$ cat src/rtl/c8_pkg.sv
// c8_pkg: shared types, command codes and font table for the CHIP-8 instruction core.
// No dependencies.
`timescale 1ns / 1ps
`default_nettype none
package c8_pkg;

  localparam int unsigned MemBytes   = 4096;
  localparam int unsigned StackDepth = 16;
  localparam int unsigned ScreenW    = 64;
  localparam int unsigned ScreenH    = 32;
  localparam int unsigned AddrW      = 12;
  localparam int unsigned FontBytes  = 80;
  localparam logic [11:0] FontBase   = 12'h050;
  localparam logic [11:0] ProgBase   = 12'h200;

  typedef enum logic [1:0] {
    ACT_WRITE = 2'd0,
    ACT_EXEC  = 2'd1,
    ACT_READ  = 2'd2,
    ACT_NOP   = 2'd3
  } action_e;

  // datapath command from the controller
  typedef enum logic [3:0] {
    CMD_NONE     = 4'd0,
    CMD_CLEAR    = 4'd1,  // clear memory/frame entry at sweep counter
    CMD_WRITE    = 4'd2,  // host byte write
    CMD_FETCH_HI = 4'd3,  // issue fetch of opcode high byte
    CMD_FETCH_LO = 4'd4,  // latch high, issue low
    CMD_DECODE   = 4'd5,  // latch low byte
    CMD_EXEC     = 4'd6,  // instructions that need no steps
    CMD_STEP     = 4'd7,  // one step of a multi-step instruction
    CMD_FINISH   = 4'd8,  // skip, timers, result
    CMD_READ_ROW = 4'd9,
    CMD_RESULT   = 4'd10
  } cmd_e;

  typedef struct packed {
    cmd_e        cmd;
    logic [11:0] cnt;   // sweep / step counter
  } ctrl_t;

  typedef struct packed {
    logic multi;   // decoded instruction needs steps
    logic [4:0] steps;  // index of the last step (counting any read latency step)
  } stat_t;

  function automatic logic [7:0] font_byte(input logic [6:0] idx);
    logic [7:0] t [0:79];
    t = '{8'hF0,8'h90,8'h90,8'h90,8'hF0,8'h20,8'h60,8'h20,8'h20,8'h70,
          8'hF0,8'h10,8'hF0,8'h80,8'hF0,8'hF0,8'h10,8'hF0,8'h10,8'hF0,
          8'h90,8'h90,8'hF0,8'h10,8'h10,8'hF0,8'h80,8'hF0,8'h10,8'hF0,
          8'hF0,8'h80,8'hF0,8'h90,8'hF0,8'hF0,8'h10,8'h20,8'h40,8'h40,
          8'hF0,8'h90,8'hF0,8'h90,8'hF0,8'hF0,8'h90,8'hF0,8'h10,8'hF0,
          8'hF0,8'h90,8'hF0,8'h90,8'h90,8'hE0,8'h90,8'hE0,8'h90,8'hE0,
          8'hF0,8'h80,8'h80,8'h80,8'hF0,8'hE0,8'h90,8'h90,8'h90,8'hE0,
          8'hF0,8'h80,8'hF0,8'h80,8'hF0,8'hF0,8'h80,8'hF0,8'h80,8'h80};
    if (idx < 7'(FontBytes)) return t[idx];
    return 8'h00;
  endfunction

endpackage
`default_nettype wire

$ cat src/rtl/c8_ctrl.sv
// c8_ctrl: sequencer of the CHIP-8 core; drives datapath commands.
// Depends on c8_pkg.
`timescale 1ns / 1ps
`default_nettype none
module c8_ctrl (
  input  wire logic          clk_i,
  input  wire logic          rst_ni,
  input  wire logic          in_valid_i,
  output logic               in_ready_o,
  input  wire logic [1:0]    action_i,
  output logic               out_valid_o,
  input  wire logic          out_ready_i,
  output c8_pkg::ctrl_t      ctrl_o,
  input  wire c8_pkg::stat_t stat_i
);
  import c8_pkg::*;

  typedef enum logic [8:0] {
    S_CLEAR  = 9'b000000001,
    S_IDLE   = 9'b000000010,
    S_FETCH  = 9'b000000100,
    S_FLO    = 9'b000001000,
    S_DEC    = 9'b000010000,
    S_STEP   = 9'b000100000,
    S_FIN    = 9'b001000000,
    S_RES    = 9'b010000000,
    S_OUT    = 9'b100000000
  } state_e;

  state_e      state_q, state_d;
  logic [11:0] cnt_q, cnt_d;
  logic [1:0]  act_q, act_d;
  logic        ov_q, ov_d;

  assign in_ready_o  = (state_q == S_IDLE) && !(ov_q && !out_ready_i);
  assign out_valid_o = ov_q;

  always_comb begin
    state_d = state_q;
    cnt_d   = cnt_q;
    act_d   = act_q;
    ov_d    = ov_q && !out_ready_i;
    ctrl_o  = '{cmd: CMD_NONE, cnt: 12'h0};
    case (state_q)
      S_CLEAR: begin
        ctrl_o = '{cmd: CMD_CLEAR, cnt: cnt_q};
        cnt_d  = cnt_q + 12'd1;
        if (cnt_q == 12'(MemBytes - 1)) state_d = S_IDLE;
      end
      S_IDLE: if (in_ready_o && in_valid_i) begin
        ctrl_o = '{cmd: CMD_RESULT, cnt: 12'h0};  // latch item
        act_d  = action_i;
        case (action_e'(action_i))
          ACT_WRITE: state_d = S_FETCH;
          ACT_EXEC:  state_d = S_FETCH;
          default:   state_d = S_RES;
        endcase
      end
      S_FETCH: begin
        if (action_e'(act_q) == ACT_WRITE) begin
          ctrl_o  = '{cmd: CMD_WRITE, cnt: 12'h0};
          state_d = S_RES;
        end else begin
          ctrl_o  = '{cmd: CMD_FETCH_HI, cnt: 12'h0};
          state_d = S_FLO;
        end
      end
      S_FLO: begin
        ctrl_o  = '{cmd: CMD_FETCH_LO, cnt: 12'h0};
        state_d = S_DEC;
      end
      S_DEC: begin
        ctrl_o  = '{cmd: CMD_DECODE, cnt: 12'h0};
        state_d = S_STEP;
        cnt_d   = 12'h0;
      end
      S_STEP: begin
        if (!stat_i.multi) begin
          ctrl_o  = '{cmd: CMD_EXEC, cnt: 12'h0};
          state_d = S_FIN;
        end else begin
          ctrl_o = '{cmd: CMD_STEP, cnt: cnt_q};
          cnt_d  = cnt_q + 12'd1;
          if (cnt_q[4:0] >= stat_i.steps) state_d = S_FIN;
        end
      end
      S_FIN: begin
        ctrl_o  = '{cmd: CMD_FINISH, cnt: 12'h0};
        state_d = S_RES;
      end
      S_RES: begin
        // read-row issue; result captured in S_OUT once the output is free
        ctrl_o  = '{cmd: CMD_READ_ROW, cnt: 12'h0};
        state_d = S_OUT;
      end
      S_OUT: begin
        // keep the row read live while the previous result is still held
        ctrl_o = '{cmd: CMD_READ_ROW, cnt: 12'h0};
        if (!ov_q || out_ready_i) begin
          ctrl_o  = '{cmd: CMD_RESULT, cnt: {10'h0, act_q} | 12'h800};
          ov_d    = 1'b1;
          state_d = S_IDLE;
        end
      end
      default: state_d = S_IDLE;
    endcase
  end

  always_ff @(posedge clk_i or negedge rst_ni) begin
    if (!rst_ni) begin
      state_q <= S_CLEAR;
      cnt_q   <= 12'h0;
      act_q   <= 2'd0;
      ov_q    <= 1'b0;
    end else begin
      state_q <= state_d;
      cnt_q   <= cnt_d;
      act_q   <= act_d;
      ov_q    <= ov_d;
    end
  end

  assert property (@(posedge clk_i) disable iff (!rst_ni)
    (state_q == S_CLEAR) |-> !in_ready_o)
    else $error("item taken during clearing pass");
  assert property (@(posedge clk_i) disable iff (!rst_ni)
    (in_valid_i && in_ready_o) |=> (state_q != S_IDLE))
    else $error("accepted item not started");
  assert property (@(posedge clk_i) disable iff (!rst_ni)
    (ov_q && !out_ready_i) |=> ov_q)
    else $error("result dropped while stalled");
endmodule
`default_nettype wire

$ cat config.mk
export PLATFORM = sky130hd
export DESIGN_NAME = c8_ctrl
export DESIGN_NICKNAME = d
export VERILOG_FILES = /design/src/rtl/c8_pkg.sv /design/src/rtl/c8_ctrl.sv
export SDC_FILE = /design/constraint.sdc
export NUM_CORES = 1
export LEC_CHECK = 0
export BUFFER_PORTS_ARGS = -buffer_cell sky130_fd_sc_hd__buf_2
export CORE_MARGIN = 1.5
export CORE_UTILIZATION = 55
export DETAILED_ROUTE_END_ITERATION = 16
export PLACE_DENSITY_LB_ADDON = 0.15
export SLEW_MARGIN = 5
export SYNTH_ARGS = -nofsm -noshare
export SYNTH_HDL_FRONTEND = slang
export SYNTH_SLANG_ARGS = --single-unit
$ cat constraint.sdc
create_clock -name clk_i -period 2.9 [get_ports clk_i]
set_input_delay 0.145 -clock clk_i [delete_from_list [all_inputs] [get_ports clk_i]]
set_output_delay 0.145 -clock clk_i [all_outputs]
set_load 0.01 [all_outputs]
==> results.toml, run 1 <==
[min_path]
hold_depth = 2
hold_path_class = "primary input to flop"

[power]
power_density_nw_per_um2 = 712
p_int_uw = 801
vdd_ir_drop_max_uv = 547
p_comb_share_pct = 41.6
p_switching_uw = 521
swShare_pct = 39.4
clkPwrFrac_pct = 18.9
leakage_nw = 0.862
pwr-share-seq_pct = 39.6

[worst_setup_path]
r2r_cells = 4
start_kind = "flop"
endpoint_kind = "output pin"
crit_path_start = "state_q[6]"
crit_type = "flop to output pin"
r2r_end = "cnt_q[5]"
crit_path_max_fanout = 10
required_ns = 2.76
r2r_start = "state_q[6]"
regToRegSetupSlack_ns = 0.62
worstPathArrival_ns = 2.38
worstSetupEndpoint = "ctrl_o[3]"

[timing]
worst_slew_pin_slew_ns = 0.776
whs_ns = 0.0475
timing.final.crit_share_pct = 87.2
fin_crit_ns = 2.53
slew_viol_final = 0
slew_headroom_pct = 46.9
finClkSkew_ns = 0.00627
max_freq_mhz = 395
rsz0062_at_grt = "no"
setup_viol = 0
fin_setup_tns_ns = 0
hold_viol = 0

[global_routing]
track_usage_pct = 25.5
grtUsageMet1_pct = 35.0
grt_max_degree = 25
use_met3_pct = 3.17
grt_pass1_vias = 1458
gr-usage-met2_pct = 41.1
antenna_found_initial = 0
grt_pass1_wl_um = 6610
grt_most_used_layer = "met2"
overflow = 0

[clock_tree]
clock_path_buffers = 2
cts_root_buffer = "clkbuf_4"
post_cts_resized = 0
cts_hold_buffers = 2
path_clk_slew_ns = 0.15
cts_setup_buffers = 0
cts_tree = "yes"
clock_latency_ns = 0.32
numCtsBuffers = 3
cts.htree.levels = 1
clock_sinks = 24

[synthesis]
synth_edf_count = 0
synth-main-ff-cell = "dfrtp_1"
async_flop_share_pct = 100
ys_seq_area_share_pct = 37.0
avgSynthCellArea_um2 = 8.79
synthesis.nets = 203
synth_top_cell_area_share_pct = 35.4
synth_most_common_cell = "dfrtp_1"
ys_top_cells_by_count = "23 x dfrtp_1, 15 x inv_1, 12 x nor2_1"
ys_seq_elements = 24
synth_area_leaders = "dfrtp_1 35%, ha_1 4.6%, and2_1 3.5%"
syn_area_um2 = 1630
synth_cells = 185
synth_top_area_cell = "dfrtp_1"
yosysWarnings = 0
synth_cell_type_count = 49

[finish]
multi_input_area_um2 = 926
drive_gt1_share_pct = 21.6
antenna_cells = 0
fin_nets = 232
syn_to_final_growth_pct = 14.1
fill_cells = 240
regArea_um2 = 602
fin_util_pct = 66.7

[detailed_routing]
routed_wl_um = 3890
drtAntennaViolNets = 0
drt_iter0_drc = 83
via_per_inst = 6.33
dr.pass1.iters = 4
drc = 0
vias = 1544
wl_per_cell_um = 16.0

[die]
dieArea_um2 = 3290
die_w_um = 57.4
io_pins = 30
start_util_pct = 58.5
die_y_um = 57.4
core-area_um2 = 2780
rows = 19

[job]
maxCapViolations = 0

[place]
dpl.hpwl_um = 2950
io_buffers = 29
place_congestion = 0.877

[status]
outcome = "finished, final reports clean"
==> state kept, by name (all words and copies together) (netlist names) <==
register     cells
out_valid_o      1
state_q          9
cnt_q           12
act_q            2
==> placed cells by master (no fill, tap or decap), types with 3 or more instances in the layout <==
cell type,n
inv_1,15
or3_1,4
a21oi_1,10
nor2b_1,4
nand2b_1,4
dfrtp_1,23
nand4_1,7
nor2_1,12
nand3_1,7
ha_1,6
and3_1,4
buf_2,29
clkbuf_4,3
mux2_2,4
a211oi_1,3
nor3_1,5
nand2_1,8
and2_1,9
o21ai_0,10
==> stage by stage <==
stage	power, mW	cell area (um2)	cells	setup WS [ns]
4_1_cts	1.32	1860	244	0.413
3_5_place_dp	1.07	1780	238	0.655
3_3_place_gp	1.04	1780	238	0.718
2_1_floorplan	0.896	1630	185	0.730
6_report	1.32	1860	244	0.372
5_1_grt	1.41	1860	244	0.294
==> critical path: stages (launching register included) <==
cell       delay, ns
dfrtp_1         0.51
or4_4           0.59
a2111oi_0       0.70
buf_2           0.26
==> cell families (layout without fill, tap and decap cells) <==
group,after synthesis,after routing,share of synthesized area (%)
and+or+nand+nor,80,80,28.6
AOI/OAI and AO/OA,44,44,19.3
DFF,24,24,37.0
buffers and inverters,24,52,6.08
adders and majority gates,6,6,4.62
muxes,4,4,2.77
xor gates and xnor gates,3,3,1.62
==> worst min path at each step <==
stage                startpoint          to  slack, ns
floorplan                rst_ni    act_q[0]      -0.15
global placement         rst_ni  state_q[5]       0.15
detailed placement       rst_ni  state_q[4]       0.16
CTS                 action_i[0]    act_q[0]       0.04
global route        action_i[0]    act_q[0]       0.05
finish              action_i[0]    act_q[0]       0.05
==> power groups by stage <==
stage | Clock (mW) | Combinational, mW | Sequential [mW]
global placement | 0 | 0.526 | 0.517
finish | 0.250 | 0.550 | 0.523
global route | 0.264 | 0.610 | 0.536
CTS | 0.253 | 0.549 | 0.519
floorplan | 0 | 0.427 | 0.469
detailed placement | 0 | 0.541 | 0.528
==> routing by layer <==
layer / share of wire [%] / wire length, um
met5: 0 / 0
met4: 2.1 / 80
met3: 8.0 / 313
met2: 47 / 1840
met1: 43 / 1660
==> cell type report <==
class                           count  share of cell area, %
Clock inverter                      1                   1.62
Clock buffer                        3                   1.21
Multi-Input combinational cell    137                   49.9
Tap cell                           31                   2.09
Inverter                           15                   3.03
Sequential cell                    24                   32.4
Timing Repair Buffer               33                   9.71
Note: power is estimated with default switching activity, not from simulation.
==> inputs of run 2 (changes only) <==
--- a/config.mk
+++ b/config.mk
@@ -7,10 +7,10 @@
 export LEC_CHECK = 0
 export BUFFER_PORTS_ARGS = -buffer_cell sky130_fd_sc_hd__buf_2
 export CORE_MARGIN = 1.5
-export CORE_UTILIZATION = 55
+export CORE_UTILIZATION = 50
 export DETAILED_ROUTE_END_ITERATION = 16
 export PLACE_DENSITY_LB_ADDON = 0.15
-export SLEW_MARGIN = 5
+export SLEW_MARGIN = 20
 export SYNTH_ARGS = -nofsm -noshare
 export SYNTH_HDL_FRONTEND = slang
 export SYNTH_SLANG_ARGS = --single-unit
==> run 2 against run 1 <==
Effect of this change:
- non-clock buffer count unchanged
- fmax decreased by 0.80%
- global-route usage decreased by 2.2 points
- combinational power decreased by 1%
- critical endpoint unchanged
- cell area unchanged
- largest cell class unchanged
- clock skew decreased by 0.0025 ns
==> results.toml, run 2 (synthesized netlist as in run 1, its figures left out) <==
[status]
outcome = "finished, final reports clean"

[job]
maxCapViolations = 0

[clock_tree]
post_cts_resized = 0
cts_hold_buffers = 2
clock_sinks = 24
cts_root_buffer = "clkbuf_4"
clock_latency_ns = 0.31
cts_tree = "yes"
clock_path_buffers = 2
path_clk_slew_ns = 0.14
cts.htree.levels = 1
numCtsBuffers = 3
cts_setup_buffers = 0

[global_routing]
antenna_found_initial = 0
grt_pass1_wl_um = 6310
grt_max_degree = 25
grt_pass1_vias = 1356
track_usage_pct = 23.3
overflow = 0

[timing]
worst_slew_pin_slew_ns = 0.817
slew_viol_final = 0
timing.final.crit_share_pct = 87.9
finClkSkew_ns = 0.00374
max_freq_mhz = 392
slew_headroom_pct = 44.1
setup_viol = 0
hold_viol = 0
fin_crit_ns = 2.55
fin_setup_tns_ns = 0
whs_ns = 0.0488
rsz0062_at_grt = "no"

[die]
core-area_um2 = 3080
rows = 20
io_pins = 30
dieArea_um2 = 3600
die_w_um = 60.0
die_y_um = 60.0
start_util_pct = 52.8

[detailed_routing]
drt_iter0_drc = 65
dr.pass1.iters = 4
routed_wl_um = 3840
drtAntennaViolNets = 0
via_per_inst = 5.81
vias = 1493
wl_per_cell_um = 14.9
drc = 0

[place]
dpl.hpwl_um = 2920
place_congestion = 0.848
dp.cells = 251
io_buffers = 29

[power]
power_density_nw_per_um2 = 670
leakage_nw = 0.855
vdd_ir_drop_max_uv = 405

[worst_setup_path]
crit_path_max_fanout = 10
start_kind = "flop"
endpoint_kind = "output pin"
crit_type = "flop to output pin"
worstPathCellList = "or4_4, a2111oi_0, buf_2"
critPathMaxStageDelay_ns = 0.73
worstPathArrival_ns = 2.40
crit_slowest_cell = "a2111oi_0"
required_ns = 2.76

[finish]
final_common_cell = "buf_2"
top_register = "cnt_q"
largest_reg_flops = 12
fin_cells = 257
antenna_cells = 0
fill_cells = 293
drive_gt1_share_pct = 21.6
syn_to_final_growth_pct = 14.1
fin_nets = 232
mostFrequentLayoutCells = "29 x buf_2, 23 x dfrtp_1, 15 x inv_1"
largestRegisters = "cnt_q: 12 flops, state_q: 9 flops, act_q: 2 flops"

[min_path]
hold_path_class = "primary input to flop"
-- run 2: changes by cell type in the layout (fill, tap and decap cells not counted) --
cell	change
bufinv_16	-1
clkbuf_8	+1
-- run 2: where the power goes --
group          switching [mW]  total (mW)  internal (mW)
logic                   0.290       0.544          0.254
registers               0.110       0.519          0.409
clock network           0.103       0.180         0.0767
total                   0.504        1.24          0.739
-- run 2: critical path: cells and delay by family, from the launching register on --
kind / cells / cell delay [ns]
compound gates: 1 / 0.73
simple gates: 1 / 0.59
flops: 1 / 0.50
buf+inv: 1 / 0.26
-- run 2: final cells by class --
type	instances	area (um2)	area share, %
multi-input cells	137	926	49.9
flip-flops and latches	24	602	32.4
repair buffers	33	180	9.71
inverters	15	56.3	3.03
well taps	44	55.1	2.97
clock buffers	4	36.3	1.96
-- run 2: routing by layer --
layer / vias to the layer above / global-route usage [%] / share of wire, %
met5: - / 0 / 0
met4: 0 / 6.67 / 0.50
met3: 2 / 3.90 / 5.6
met2: 43 / 36.8 / 48
met1: 711 / 32.7 / 46
li1: 737 / - / -
-- run 2: through the flow --
stage               instance area, um2  setup WS, ns  power (mW)  utilization (%)
finish                            1860         0.351        1.24             60.3
global route                      1860         0.310        1.34             60.3
CTS                               1860         0.378        1.25             60.3
detailed placement                1800         0.683        1.06             58.5
global placement                  1800         0.716        1.05             58.5
floorplan                         1630         0.730       0.896                -
-- run 2: worst paths after layout --
check                       startpoint    endpoint  depth (start not counted)  slack (ns)
min reg2reg                  cnt_q[11]  state_q[0]                          1        0.51
max reg2reg                 state_q[6]    cnt_q[5]                          4        0.64
min                        action_i[0]    act_q[0]                          2        0.05
max in group asynchronous       rst_ni  state_q[0]                          2        2.21
min in group asynchronous       rst_ni    cnt_q[1]                          2        0.32
max                         state_q[6]   ctrl_o[3]                          3        0.35
==> inputs of run 3 (changes only) <==
--- a/config.mk
+++ b/config.mk
@@ -9,7 +9,9 @@
 export CORE_MARGIN = 1.5
 export CORE_UTILIZATION = 50
 export DETAILED_ROUTE_END_ITERATION = 16
+export HOLD_SLACK_MARGIN = 0.1
 export PLACE_DENSITY_LB_ADDON = 0.15
+export SKIP_CTS_REPAIR_TIMING = 1
 export SLEW_MARGIN = 20
 export SYNTH_ARGS = -nofsm -noshare
 export SYNTH_HDL_FRONTEND = slang
==> run 3 against run 2 <==
Effect of this change:
- sequential power barely moved
- register-to-register slack barely moved
- clock power rose by 3%
- clock skew fell by 0.0012 ns
- final cell count rose by 0.39%
- critical path depth did not move
- first-iteration DRC count fell by 7.7%
==> results.toml, run 3 (synthesized netlist as in run 1, its figures left out) <==
[place]
io_buffers = 29
dp.cells = 251
place_congestion = 0.848
postPlaceCellArea_um2 = 1800
dpl_worst_slack_ns = 0.683
dpl.hpwl_um = 2920

[worst_setup_path]
start_kind = "flop"
crit_type = "flop to output pin"
worstPathCellList = "or4_4, a2111oi_0, buf_2"
crit_slowest_cell = "a2111oi_0"
r2r_end = "cnt_q[5]"
crit_family = "compound AO/OA/AOI/OAI gates"
timing.critical_path.buf_inv = 1
required_ns = 2.76
crit_path_max_fanout = 10
critPathMaxStageDelay_ns = 0.72
endpoint_kind = "output pin"
r2r_start = "state_q[6]"
regToRegSetupSlack_ns = 0.65
cp.depth = 3
r2r_cells = 4
worstPathArrival_ns = 2.40

[detailed_routing]
drc = 0
drt_iter0_drc = 60
via_per_inst = 5.76
dr.pass1.iters = 4
routed_wl_um = 3840
vias = 1487
drtAntennaViolNets = 0
wl_per_cell_um = 14.9

[timing]
fin_setup_tns_ns = 0
worst_slew_pin_slew_ns = 0.804
fin_crit_ns = 2.54
slew_viol_final = 0
timing.final.crit_share_pct = 87.7
rsz0062_at_grt = "no"
hold_viol = 0
setup_viol = 0
setup_slack_ns = 0.358
finClkSkew_ns = 0.00255
max_freq_mhz = 393
slew_headroom_pct = 45.0

[global_routing]
track_usage_pct = 23.2
grt_max_degree = 25
grt_pass1_wl_um = 6280
overflow = 0
antenna_found_initial = 0
grt_pass1_vias = 1351

[min_path]
whs_endpoint = "state_q[1]"
hold_path_class = "primary input to flop"
hold_depth = 4
min_from = "in_valid_i"

[die]
core-area_um2 = 3080
die_w_um = 60.0
dieArea_um2 = 3600
rows = 20
io_pins = 30
die_y_um = 60.0
start_util_pct = 52.8

[clock_tree]
clock_sinks = 24
cts_root_buffer = "clkbuf_4"
path_clk_slew_ns = 0.14
cts.htree.levels = 1
cts_tree = "yes"
clock_latency_ns = 0.32
clock_path_buffers = 2
numCtsBuffers = 3

[finish]
fin_cells = 258
fin_nets = 233
fin_area_um2 = 1870
drive_gt1_share_pct = 21.5
top_register = "cnt_q"
largestRegisters = "cnt_q: 12 flops, state_q: 9 flops, act_q: 2 flops"
final_common_cell = "buf_2"
syn_to_final_growth_pct = 14.7
largest_reg_flops = 12
mostFrequentLayoutCells = "29 x buf_2, 23 x dfrtp_1, 15 x inv_1"
antenna_cells = 0

[power]
vdd_ir_drop_max_uv = 404
power_density_nw_per_um2 = 669
pwr-share-seq_pct = 41.5
leakage_nw = 0.859
clkPwrFrac_pct = 14.8
p_int_uw = 740
swShare_pct = 40.7
p_switching_uw = 507
p_comb_share_pct = 43.7

[status]
outcome = "finished, final reports clean"

[job]
maxCapViolations = 0
-- run 3: stage by stage --
step           power, mW  util (%)  hold WS, ns
6_report            1.25      60.6        0.136
5_1_grt             1.34      60.6        0.125
4_1_cts             1.25      59.6       -0.205
3_5_place_dp        1.06      58.5        0.159
3_3_place_gp        1.05      58.5        0.154
2_1_floorplan      0.896         -       -0.151
-- run 3: per-layer routing --
layer,part of all wire [%],track usage [%],routed length (um),vias to the layer above
li1,-,-,-,737
met1,45,32.7,1730,693
met2,47,36.5,1820,53
met3,6.8,3.90,260,4
met4,0.83,6.67,32,0
met5,0,0,0,-
-- run 3: final cells by class --
type                       instances  area (um2)
fill                             292        1210
multi-input combinational        137         926
sequential                        24         602
timing repair buffer              34         190
inverter                          15        56.3
tap                               44        55.1
clock buffer                       4        36.3
-- run 3: power by group through the flow --
stage | Sequential [mW] | Clock, mW | Combinational, mW
final | 0.518 | 0.185 | 0.545
after global routing | 0.537 | 0.203 | 0.604
after CTS | 0.517 | 0.188 | 0.541
after detailed placement | 0.524 | 0 | 0.537
after global placement | 0.519 | 0 | 0.530
after floorplan | 0.469 | 0 | 0.427
-- run 3: worst max-delay path by stage --
stage	from	endpoint	slack (ns)
after floorplan	state_q[6]	cnt_q[4]	0.73
after global placement	state_q[6]	cnt_q[5]	0.72
after detailed placement	state_q[6]	cnt_q[5]	0.68
after CTS	state_q[6]	ctrl_o[3]	0.38
after global routing	state_q[6]	ctrl_o[3]	0.31
final	state_q[6]	ctrl_o[3]	0.36
-- run 3: tightest hold or removal path, delay by kind of cell --
family	cells	cell delay, ns
buffers and inverters	1	0.11
AND/OR/NAND/NOR	2	0.11
AO/OA/AOI/OAI	1	0.07
